===== src/sdr_pkg.sv =====
// ----------------------------------------------------------------------------
// sdr_pkg
// Shared types and constants for the salsa20 doubleround pipeline: word and
// state types, quarterround word orderings and rotate amounts.
// ----------------------------------------------------------------------------
`default_nettype none

package sdr_pkg;

   localparam int unsigned WORD_W    = 32;
   localparam int unsigned NUM_WORDS = 16;
   localparam int unsigned QR_WORDS  = 4;
   localparam int unsigned QR_LANES  = 4;
   localparam int unsigned NUM_ROUNDS = 2;
   localparam int unsigned NUM_STAGES = NUM_ROUNDS * QR_WORDS;

   typedef logic [WORD_W-1:0]                 word_type;
   typedef logic [NUM_WORDS-1:0][WORD_W-1:0]  state_type;
   typedef logic [$clog2(NUM_WORDS)-1:0]      word_idx_type;

   // word indices per round, lane and quarterround position
   localparam word_idx_type QR_ORDER [NUM_ROUNDS][QR_LANES][QR_WORDS] = '{
      '{ '{4'd0,  4'd4,  4'd8,  4'd12},
         '{4'd5,  4'd9,  4'd13, 4'd1 },
         '{4'd10, 4'd14, 4'd2,  4'd6 },
         '{4'd15, 4'd3,  4'd7,  4'd11} },
      '{ '{4'd0,  4'd1,  4'd2,  4'd3 },
         '{4'd5,  4'd6,  4'd7,  4'd4 },
         '{4'd10, 4'd11, 4'd8,  4'd9 },
         '{4'd15, 4'd12, 4'd13, 4'd14} }
   };

   localparam int unsigned QR_ROT [QR_WORDS] = '{7, 9, 13, 18};

endpackage

`default_nettype wire


===== src/sdr_lane.sv =====
// ----------------------------------------------------------------------------
// sdr_lane
// One quarterround step for one lane: add modulo 2^32, rotate left by a
// fixed amount, xor into the target word.
// ----------------------------------------------------------------------------
`default_nettype none

module sdr_lane #(
   parameter int unsigned ROT = 7
) (
   input  wire  sdr_pkg::word_type add_a,
   input  wire  sdr_pkg::word_type add_b,
   input  wire  sdr_pkg::word_type xor_in,
   output sdr_pkg::word_type       word_out
);
   import sdr_pkg::*;

   word_type sum;

   assign sum      = add_a + add_b;
   assign word_out = xor_in ^ ((sum << ROT) | (sum >> (WORD_W - ROT)));

endmodule

`default_nettype wire


===== src/sdr_stage.sv =====
// ----------------------------------------------------------------------------
// sdr_stage
// One pipeline stage: four lanes apply the same quarterround step to their
// word groups, the updated words merge back into the state register.
// ----------------------------------------------------------------------------
`default_nettype none

module sdr_stage #(
   parameter int unsigned ROUND = 0,
   parameter int unsigned STEP  = 0
) (
   input  wire  clock,
   input  wire  reset,
   input  wire  in_valid,
   input  wire  sdr_pkg::state_type in_state,
   output logic in_ready,
   output logic out_valid,
   output sdr_pkg::state_type out_state,
   input  wire  out_ready
);
   import sdr_pkg::*;

   localparam int unsigned SRC_B = (STEP + QR_WORDS - 1) % QR_WORDS;
   localparam int unsigned DST   = (STEP + 1) % QR_WORDS;

   logic      valid_ff;
   state_type state_ff;
   state_type state_in;
   word_type  lane_out [QR_LANES];

   for (genvar l = 0; l < QR_LANES; l++) begin : g_lane
      sdr_lane #(
         .ROT (QR_ROT[STEP])
      ) u_lane (
         .add_a    (in_state[QR_ORDER[ROUND][l][STEP]]),
         .add_b    (in_state[QR_ORDER[ROUND][l][SRC_B]]),
         .xor_in   (in_state[QR_ORDER[ROUND][l][DST]]),
         .word_out (lane_out[l])
      );
   end

   always_comb begin
      state_in = in_state;
      for (int l = 0; l < QR_LANES; l++) begin
         state_in[QR_ORDER[ROUND][l[1:0]][DST]] = lane_out[l[1:0]];
      end
   end

   assign in_ready  = !valid_ff || out_ready;
   assign out_valid = valid_ff;
   assign out_state = state_ff;

   always_ff @(posedge clock) begin
      if (reset) begin
         valid_ff <= 1'b0;
      end else if (in_ready) begin
         valid_ff <= in_valid;
      end
   end

   always_ff @(posedge clock) begin
      if (in_ready && in_valid) begin
         state_ff <= state_in;
      end
   end

endmodule

`default_nettype wire


===== config.mk =====
export PLATFORM = sky130hd
export DESIGN_NAME = sdr_stage
export DESIGN_NICKNAME = d
export VERILOG_FILES = /design/src/sdr_pkg.sv /design/src/sdr_lane.sv /design/src/sdr_stage.sv
export SDC_FILE = /design/constraint.sdc
export NUM_CORES = 1
export LEC_CHECK = 0
export CAP_MARGIN = 20
export CORE_AREA = 2 2 401 403
export DETAILED_ROUTE_END_ITERATION = 8
export DIE_AREA = 0 0 403 405
export DONT_BUFFER_PORTS = 1
export SYNTH_ARGS = -nofsm -noshare
export SYNTH_HDL_FRONTEND = slang
export SYNTH_SLANG_ARGS = --single-unit

===== constraint.sdc =====
create_clock -name clock -period 23.5 [get_ports clock]
set_input_delay 4.7 -clock clock [delete_from_list [all_inputs] [get_ports clock]]
set_output_delay 4.7 -clock clock [all_outputs]
set_load 0.005 [all_outputs]

-- Word level (Yosys, flattened, before mapping)
Index checks and enable logic that the tools add are counted.
Widths: inputs -> output; s select.
- divide/modulo/power cells: 0
- add/subtract/negate cells: 4
- order comparisons: 0
- multiply operators: 0
- eq/ne operators: 0
- muxes and demuxes: 0
- bitwise gates (word level): 8
- shift operators: 0
- reductions and logical operators: 3
- operators with widths (kind ; number):
    $add 32x32->32 ; 4
    $or 32x7->32 ; 4
    $xor 32x32->32 ; 4
    $logic_and 1x1->1 ; 1
    $logic_not 1->1 ; 1
    $logic_or 1x1->1 ; 1
- bits in writable memories: 0
- bits in read-only memories: 0
- word-level logic and storage cells: 32
- bits in registers: 513
- latch bits: 0
- memories: 0

-- Longest topological paths before layout
Gate-level depths: netlist of run 1.
- word-level depth: 3
- mapped depth: 9

-- Cells and area by module
Synthesis of run 1 repeated with hierarchy kept, for this count alone.
- cell total of the unflattened synthesis: 1505
- area total of the unflattened synthesis: 23079.6 sq um
- modules (own cells, without submodules) (module ; times used ; cells each ; area each (sq um)):
    sdr_stage ; 1 ; 517 ; 15429.8
    sdr_lane (g_lane[0].u_lane ...) ; 2 ; 256 ; 1939.4
    sdr_lane (g_lane[2].u_lane ...) ; 2 ; 238 ; 1885.6

-- Worst setup path after synthesis of run 1
OpenSTA, ideal clock, no wires.
- path type: input to register
- start: in out_ready
- end: reg state_ff, in the netlist out_state[0], enable pin
- required time: 22.555 ns
- cell stages on the path: 2
- slack: 6.117 ns
- path buffers: 0
- arrival time: 16.438 ns
- path through: nand2b_1 > and2_1
- word-level cells in the longest chain between the ends: 2
- ends and longest elaborated chain (element ; line ; RTL):
    start, declared ; sdr_stage.sv:19 ; input wire out_ready
    $logic_or 1x1->1 ; sdr_stage.sv:49 ; assign in_ready = !valid_ff || out_ready;
    $logic_and 1x1->1 ; sdr_stage.sv:62 ; if (in_ready && in_valid) begin
    end signal, assigned ; sdr_stage.sv:63 ; state_ff <= state_in;
    end, declared ; sdr_stage.sv:27 ; state_type state_ff;
No other way between the ends.
A chain may end at the register's enable or synchronous reset.

-- Worst setup path in the final report of run 1
- start: in out_ready
- end: out in_ready
- word-level cells in the longest chain between the ends: 1
- ends and longest elaborated chain (element ; line ; RTL):
    $logic_or 1x1->1 ; sdr_stage.sv:49 ;
    end, declared ; sdr_stage.sv:16 ; output logic in_ready,
No other way between the ends.

==> results.py, run 1 <==
metrics = {
    "worst_setup_path": {
        "path_cells": "nand2b_1",
        "crit_path_end_kind": "output port",
        "crit_buf_inv": 0,
        "cp_max_fo": 3,
        "worstPathArrival_ns": 4.87,
        "critPathLaunchType": "primary input",
        "worstSetupPathType": "primary input to output port",
        "cp.required_ns": 18.80,
        "critPathMaxStageDelay_ns": 0.17,
        "slowest_stage": "nand2b_1",
        "r2r_setup_slack_ns": 20.23,
        "path_delay_family": "simple AND/OR/NAND/NOR gates",
    },
    "yosys": {
        "yosysTopAreaCell": "edfxtp_1",
        "synth_ff_type": "edfxtp_1",
        "syn_nets": 2247,
        "syn_area_per_cell_sq_um": 14.5,
        "synth_seq_area_share_pct": 66.4,
        "yosysTopAreaCellShare_pct": 66.4,
        "async_flop_share_pct": 0,
        "netlist_area_sq_um": 23200,
        "synth_seq_cells": 513,
        "ys_warn_count": 0,
        "synth_cell_types": 62,
        "synth_edf_count": 512,
        "synth_area_leaders": "edfxtp_1 66%, xnor2_1 6.7%, ha_1 6.7%, a21oi_1 2.7%, xor2_1 2.5%",
        "synthCells": 1603,
    },
    "finish": {
        "most-common-layout-cells": "512 x edfxtp_1, 178 x xnor2_1, 126 x a21oi_1, 124 x ha_1, 86 x nand2_1",
        "final_nets": 2289,
        "area_growth_pct": 20.3,
        "postLayoutCoreUtil_pct": 17.5,
        "final_common_cell": "edfxtp_1",
        "drive_gt1_share_pct": 7.01,
    },
    "floorplan": {
        "ioPinCount": 1030,
        "rows": 147,
        "die_h_microns": 405,
        "core_sq_um": 159000,
        "die_w_microns": 403,
        "die_area_sq_um": 163000,
        "start_util_pct": 14.5,
    },
    "pwr": {
        "max-vdd-ir-drop_mv": 0.0578,
        "pwr_density_cell_nw_per_um2": 88.3,
        "p_leak_nw": 9.30,
    },
    "cts": {
        "cts.clk_slew.worst_paths_ns": 0.06,
        "tritoncts": "done",
        "clock_latency_ns": 0.70,
        "ctsResizeCount": 0,
        "cts_max_level": 2,
        "postCtsHoldBufs": 0,
        "cts_buffer_depth": 3,
        "post-cts-setup-buffers": 0,
        "clock-sinks": 513,
        "cts_buffers": 61,
        "clock-root-buffer": "clkbuf_16",
    },
    "sta": {
        "max_slew_margin_pct": 31.5,
        "min_period_ns": 9.57,
        "setup_violations": 0,
        "max_freq_mhz": 104,
        "period_share_pct": 40.7,
        "skew_ns": 0.0427,
        "worst_slew_pin_slew_ns": 1.03,
        "final-max-slew-violation-count": 0,
        "rsz0062_at_grt": "false",
        "fin_setup_tns_ns": 0,
        "finalHoldViolations": 0,
    },
    "grt": {
        "track_usage_pct": 12.6,
        "use_met3_pct": 4.74,
        "use_met1_pct": 15.4,
        "grt_antenna_before_repair": 67,
        "grt_overflow": 0,
        "grt_pass1_vias": 14057,
        "grt_pass1_wl_microns": 137000,
        "use_met2_pct": 20.2,
        "busiest_layer": "met2",
        "grt_max_degree": 151,
    },
    "drt": {
        "initialDrtViolationCount": 1445,
        "ant_nets": 0,
        "vias": 14851,
        "drc": 0,
        "wl_per_cell_microns": 28.7,
        "wl_microns": 109000,
        "firstDrtPassIters": 5,
        "vias_per_cell": 3.90,
    },
    "flow_run": {
        "maxCapViolCount": 0,
    },
    "place": {
        "portBuffers": 0,
        "gp_congestion": 0.989,
        "dp_hpwl_microns": 92000,
    },
    "min_path": {
        "hp-class": "register to register",
    },
    "outcome": {
        "status": "finished, final reports clean",
    },
}
[path summary, 6_finish.rpt]
check	depth (start not counted)	endpoint	from
min	2	out_valid	out_valid
min reg2reg	2	out_valid	out_valid
max	1	in_ready	out_ready
max reg2reg	4	out_state[476]	out_valid
[cell usage after synthesis, types with 17 or more instances]
master,count
a21o_1,56
a21oi_1,126
clkbuf_1,28
edfxtp_1,512
ha_1,124
inv_1,27
nand2_1,86
nand3_1,31
nand4_1,17
nor2_1,65
nor3_1,25
o21ai_0,72
o21bai_1,17
xnor2_1,178
xor2_1,67
[where the power goes]
part           switching (mW)  internal (mW)
clock network           0.430          0.551
logic                   0.179          0.115
registers              0.0736           1.11
total                   0.683           1.78
[routing by layer]
metal | part of all wire (%) | vias to the layer above
met4 | 3.8 | 16
met1 | 39 | 7347
met3 | 11 | 190
met2 | 46 | 1038
met5 | 0.098 | -
li1 | - | 6260
[registers in the layout, summed over array words and instances (netlist names)]
signal	cells
out_state	512
out_valid	1
[logic make-up (layout without fill, tap and decap cells)]
group,after synthesis,in the layout,synth area share [%]
AO/OA/AOI/OAI,383,383,10.7
XOR/XNOR,245,245,9.26
buffers and inverters,57,152,0.934
flip-flops,513,513,66.4
adder cells (fa/ha/maj),128,128,7.04
other,0,28,0
AND/OR/NAND/NOR,276,276,5.62
multiplexers,1,1,0.0432
[per-stage QoR]
step | hold slack [ns] | instance area, sq um | cells | setup slack (ns) | total power, mW
6_report | 0.573 | 27900 | 3812 | 13.93 | 2.46
5_1_grt | 0.623 | 27800 | 3800 | 13.92 | 2.56
4_1_cts | 0.572 | 27800 | 3784 | 13.93 | 2.51
3_5_place_dp | 0.563 | 25800 | 3668 | 13.93 | 1.50
3_3_place_gp | 0.570 | 25700 | 3668 | 13.93 | 1.50
2_1_floorplan | 0.522 | 23200 | 1603 | 6.12 | 1.40
[layout make-up]
| type | count | area (sq um) |
|---|---|---|
| multi-input combinational | 1033 | 7560 |
| antenna | 28 | 70.1 |
| timing repair buffer | 9 | 80.1 |
| clock inverter | 45 | 489 |
| fill | 17237 | 131000 |
| clock buffer | 71 | 1560 |
| sequential | 513 | 15400 |
| inverter | 27 | 101 |
| tap | 2086 | 2610 |
Note: power is estimated with default switching activity, not from simulation.
==> run 2: changes to the inputs <==
- clock period: 23.5 -> 8.77 ns (I/O delays scaled with it)
==> run 2 against run 1 <==
Cell area down 0.22%. Sequential share of layout area is 0.12 points higher. Register-to-register slack got worse by 14 ns. Sequential cell count is the same. Sequential power rose to 2.7 times the previous value. Global-route usage is 0.055 points lower.
==> results.py, run 2 (synthesis results as in run 1) <==
metrics = {
    "floorplan": {
        "ioPinCount": 1030,
        "die_area_sq_um": 163000,
        "start_util_pct": 14.5,
        "die_h_microns": 405,
        "die_w_microns": 403,
        "core_sq_um": 159000,
        "rows": 147,
    },
    "worst_setup_path": {
        "critPathLaunchType": "primary input",
        "critPathMaxStageDelay_ns": 0.81,
        "crit_top_cell": "o211ai_1",
        "r2r_setup_slack_ns": 6.09,
        "crit_path_end_kind": "register",
        "cp.required_ns": 9.18,
        "path_cells": "ha_1 > o211ai_1 > o211ai_1 > buf_4 > a311oi_2 > nor3_1 > o31ai_1 > o21bai_1 > xnor2_1",
        "worst_r2r_path_depth": 4,
        "slowest_stage": "o211ai_1",
        "worstSetupPathType": "primary input to register",
        "worstPathArrival_ns": 4.73,
        "cp_max_fo": 4,
    },
    "drt": {
        "vias": 14894,
        "wl_microns": 109000,
        "wl_per_cell_microns": 28.8,
        "initialDrtViolationCount": 1300,
        "vias_per_cell": 3.92,
        "drc": 0,
        "ant_nets": 0,
        "firstDrtPassIters": 5,
    },
    "cts": {
        "post-cts-setup-buffers": 0,
        "clock_latency_ns": 0.68,
        "tritoncts": "done",
        "cts.clk_slew.worst_paths_ns": 0.07,
        "cts_buffer_depth": 3,
        "postCtsHoldBufs": 0,
        "ctsResizeCount": 0,
        "cts_buffers": 61,
        "clock-sinks": 513,
        "clock-root-buffer": "clkbuf_16",
        "cts_max_level": 2,
    },
    "place": {
        "portBuffers": 0,
        "gp_congestion": 0.943,
        "dp_hpwl_microns": 91400,
    },
    "min_path": {
        "hp-class": "register to register",
        "holdPathStages": 2,
    },
    "finish": {
        "final_common_cell": "edfxtp_1",
        "drive_gt1_share_pct": 7.05,
        "area_growth_pct": 20.1,
        "largest_register_ffs": 512,
        "most-common-layout-cells": "512 x edfxtp_1, 178 x xnor2_1, 126 x a21oi_1, 124 x ha_1, 86 x nand2_1",
        "fillers": 17256,
        "final_nets": 2288,
    },
    "pwr": {
        "p_leak_nw": 9.29,
        "power.switching_mw": 1.82,
        "switching_share_pct": 27.7,
        "clkPwrFrac_pct": 39.3,
        "p_seq_share_pct": 48.6,
        "total_power_mw": 6.57,
        "internal_power_mw": 4.75,
        "power_frac_comb_pct": 12.1,
        "pwr_density_cell_nw_per_um2": 236,
        "max-vdd-ir-drop_mv": 0.161,
    },
    "grt": {
        "track_usage_pct": 12.6,
        "use_met1_pct": 14.0,
        "use_met3_pct": 6.31,
        "grt_pass1_wl_microns": 137000,
        "grt_antenna_before_repair": 73,
        "grt_pass1_vias": 14131,
        "use_met2_pct": 20.9,
        "busiest_layer": "met2",
        "grt_max_degree": 137,
        "grt_overflow": 0,
    },
    "outcome": {
        "status": "finished, final reports clean",
    },
    "sta": {
        "max_freq_mhz": 232,
        "setup_violations": 0,
        "period_share_pct": 49.2,
        "rsz0062_at_grt": "false",
        "min_period_ns": 4.32,
        "max_slew_margin_pct": 32.8,
        "worst_slew_pin_slew_ns": 1.00,
        "skew_ns": 0.0160,
        "fin_setup_tns_ns": 0,
        "finalHoldViolations": 0,
        "final-max-slew-violation-count": 0,
    },
    "flow_run": {
        "maxCapViolCount": 0,
    },
}
==> run 2: worst paths after layout <==
| kind | startpoint | endpoint |
|---|---|---|
| max | in_state[354] | out_state[96] |
| min | out_valid | out_valid |
| max reg2reg | out_valid | out_state[103] |
| min reg2reg | out_valid | out_valid |
==> run 2: stage by stage <==
step                      hold WS [ns]  util (%)  std cells  worst slack, ns  area [sq um]
after floorplan                  0.522         -       1603            0.152         23200
after global placement           0.556      16.2       3666             3.07         25800
after detailed placement         0.562      16.2       3667             3.48         25800
after CTS                        0.571      17.4       3775             4.24         27800
after global routing             0.615      17.4       3783             4.10         27800
final                            0.566      17.5       3798             4.45         27800
==> run 2: per-layer routing <==
metal  wire (microns)  up-vias  part of all wire, %
met5              191        -                 0.17
met4             3200       28                  2.9
met3            13100      173                   12
met2            52300     1054                   48
met1            40500     7390                   37
li1                 -     6249                    -
==> run 2: power by group through the flow <==
| stage | Sequential, mW | Combinational (mW) | Clock (mW) |
|---|---|---|---|
| global route | 3.21 | 0.873 | 2.75 |
| detailed placement | 3.26 | 0.791 | 0 |
| global placement | 3.26 | 0.778 | 0 |
| floorplan | 3.14 | 0.579 | 0 |
| CTS | 3.21 | 0.796 | 2.69 |
| finish | 3.20 | 0.795 | 2.58 |
==> run 2: cell type report <==
class / instances / area (sq um) / area share, %
Antenna cell: 23 / 57.6 / 0.207
Clock buffer: 69 / 1560 / 5.60
Multi-Input combinational cell: 1033 / 7560 / 27.2
Sequential cell: 513 / 15400 / 55.3
Inverter: 27 / 101 / 0.364
Tap cell: 2086 / 2610 / 9.38
Timing Repair Buffer: 8 / 110 / 0.396
Clock inverter: 39 / 419 / 1.51
==> run 2: worst max-delay path: cells and delay by family <==
family / cells / cell delay [ns]
xor+xnor: 1 / 0.14
compound gates: 5 / 2.08
buf+inv: 1 / 0.20
fa+ha+maj: 1 / 0.34
simple gates: 1 / 0.18
==> run 3: changes to the inputs <==
- ABC_AREA: not set -> 1
- CORE_AREA: 2 2 401 403 -> 2 2 404 406
- DIE_AREA: 0 0 403 405 -> 0 0 406 408
- clock period: 8.77 -> 3.75 ns (I/O delays scaled with it)
==> run 3 against run 2 <==
Critical path depth grew 1. Core utilization grew 2.2 points. Global-route usage grew 3.9 points. Critical path type unchanged. Synthesized cell count grew 68%. Routed wire length grew 28%. Worst hold slack lost 0.40 ns. Setup slack lost 2.9 ns. Sequential cell count is the same. Clock power grew to 2.8 times the previous value. Largest cell class unchanged. Cell count grew 33%.
==> results.py, run 3 <==
metrics = {
    "grt": {
        "grt_overflow": 0,
        "track_usage_pct": 16.4,
        "grt_pass1_vias": 18372,
        "grt_antenna_before_repair": 92,
        "grt_pass1_wl_microns": 178000,
        "grt_max_degree": 126,
    },
    "drt": {
        "firstDrtPassIters": 6,
        "drc": 0,
        "ant_nets": 0,
        "wl_per_cell_microns": 27.8,
        "initialDrtViolationCount": 1295,
        "vias": 18825,
        "vias_per_cell": 3.73,
        "wl_microns": 140000,
    },
    "yosys": {
        "yosysTopAreaCell": "edfxtp_1",
        "netlist_area_sq_um": 26400,
        "ys_warn_count": 0,
        "async_flop_share_pct": 0,
        "syn_nets": 3334,
        "synth_edf_count": 512,
        "synth.most_common_cell": "nand2_1",
        "synth_cell_types": 22,
        "synth_common_cells": "848 x nand2_1, 528 x inv_1, 512 x edfxtp_1, 143 x nor2_1, 124 x ha_1",
        "yosysTopAreaCellShare_pct": 58.2,
        "synth_seq_area_share_pct": 58.3,
        "synth_ff_type": "edfxtp_1",
        "synthCells": 2690,
        "synth_area_leaders": "edfxtp_1 58%, nand2_1 12%, inv_1 7.5%, ha_1 5.9%, xor2_1 3.7%",
        "synth_seq_cells": 513,
        "syn_area_per_cell_sq_um": 9.82,
    },
    "pwr": {
        "p_leak_nw": 13.9,
        "pwr_density_cell_nw_per_um2": 531,
        "clkPwrFrac_pct": 42.4,
        "total_power_mw": 16.9,
        "max-vdd-ir-drop_mv": 0.311,
        "internal_power_mw": 12.0,
        "p_seq_share_pct": 44.3,
        "power_frac_comb_pct": 13.3,
        "power.switching_mw": 4.86,
        "switching_share_pct": 28.8,
    },
    "finish": {
        "multiInputGateArea_sq_um": 9030,
        "final_cell_area_sq_um": 31800,
        "final_nets": 3416,
        "largest_register_ffs": 512,
        "final_common_cell": "nand2_1",
        "drive_gt1_share_pct": 8.10,
        "most-common-layout-cells": "848 x nand2_1, 526 x inv_1, 512 x edfxtp_1, 143 x nor2_1, 124 x ha_1",
        "seq_area_sq_um": 15400,
        "fillers": 17639,
        "area_growth_pct": 20.4,
    },
    "floorplan": {
        "die_w_microns": 406,
        "start_util_pct": 16.3,
        "ioPinCount": 1030,
        "core_sq_um": 162000,
        "die_area_sq_um": 166000,
        "die_h_microns": 408,
        "rows": 148,
    },
    "worst_setup_path": {
        "cp.required_ns": 4.16,
        "critPathLaunchType": "primary input",
        "crit_path_end_kind": "register",
        "worstSetupPathType": "primary input to register",
        "crit-reg2reg-launch": "out_valid",
        "cp_max_fo": 4,
        "worstPathArrival_ns": 2.64,
        "crit_start": "in_state[205]",
    },
    "sta": {
        "setup_violations": 0,
        "min_period_ns": 2.23,
        "skew_ns": 0.0231,
        "max_slew_margin_pct": 45.4,
        "finalHoldViolations": 0,
        "max_freq_mhz": 448,
        "final-max-slew-violation-count": 0,
        "worst_slew_pin_slew_ns": 0.819,
        "rsz0062_at_grt": "false",
        "period_share_pct": 59.5,
    },
    "cts": {
        "cts.clk_slew.worst_paths_ns": 0.06,
        "clock_latency_ns": 0.67,
        "cts_max_level": 3,
        "tritoncts": "done",
        "cts_buffer_depth": 3,
        "clock-sinks": 513,
        "postCtsHoldBufs": 0,
        "clock-root-buffer": "clkbuf_16",
        "cts_buffers": 69,
        "post-cts-setup-buffers": 0,
        "ctsResizeCount": 0,
    },
    "outcome": {
        "status": "finished, final reports clean",
    },
    "min_path": {
        "hp-class": "primary input to register",
        "hold_start": "reset",
    },
    "place": {
        "gp_congestion": 0.934,
        "portBuffers": 0,
        "dp_hpwl_microns": 121000,
        "place_area_sq_um": 29300,
    },
    "flow_run": {
        "maxCapViolCount": 0,
    },
}
[run 3: per-layer routing]
metal  GRT usage (%)  share of wire, %  vias up
li1                -                 -     8793
met1            16.5                34     8897
met2            29.8                51      818
met3            8.47                12      221
met4            3.88               2.1       96
met5               0              0.46        -
[run 3: per-stage QoR]
| step | setup WS, ns | cells | utilization (%) | setup TNS, ns | hold WS, ns |
|---|---|---|---|---|---|
| 2_1_floorplan | -5.83 | 2690 | - | -2983.56 | 0.539 |
| 3_5_place_dp | 0.757 | 4876 | 18.1 | 0 | 0.615 |
| 5_1_grt | 1.42 | 5008 | 19.6 | 0 | 0.0939 |
| 6_report | 1.52 | 5041 | 19.7 | 0 | 0.165 |
| 4_1_cts | 1.43 | 5001 | 19.6 | 0 | 0.0656 |
| 3_3_place_gp | 0.768 | 4876 | 18.1 | 0 | 0.611 |
[run 3: critical path, cell delays in order]
cell     delay, ns
ha_1          0.55
nand2_1       0.17
nor2_1        0.45
nand2_1       0.26
nor2_1        0.14
nand2_1       0.09
nand3_1       0.08
nand2_1       0.05
nand2_1       0.06
inv_1         0.03
[run 3: cells by family (layout without fill, tap and decap cells)]
group | Yosys count | in the layout | share of synthesized area [%]
xor gates and xnor gates | 192 | 192 | 6.36
AOI/OAI and AO/OA | 98 | 98 | 2.01
DFF | 513 | 513 | 58.3
other | 0 | 40 | 0
and+or+nand+nor | 1225 | 1225 | 19.6
buffers and inverters | 534 | 670 | 7.59
adders and majority gates | 128 | 128 | 6.18
[run 3: power groups by stage]
stage          sequential (mW)  combinational (mW)  clock (mW)
3_3_place_gp              7.67                2.24           0
2_1_floorplan             7.31                1.59           0
5_1_grt                   7.52                2.53        7.67
3_5_place_dp              7.66                2.27           0
4_1_cts                   7.55                2.28        7.50
6_report                  7.48                2.24        7.16
[run 3: final timing paths]
path                                        to  slack [ns]  depth (start not counted)
worst max-delay path            out_state[448]        1.52                         10
worst min-delay path                 out_valid        0.17                          1
worst max register to register   out_state[83]        1.75                          3
worst min register to register       out_valid        0.63                          2
[run 3: layout make-up]
cell class | instances | area share, %
Tap cell | 2175 | 8.56
Clock buffer | 83 | 5.66
Antenna cell | 40 | 0.315
Multi-Input combinational cell | 1643 | 28.4
Clock inverter | 42 | 1.83
Timing Repair Buffer | 11 | 0.496
Sequential cell | 513 | 48.4
Inverter | 534 | 6.33
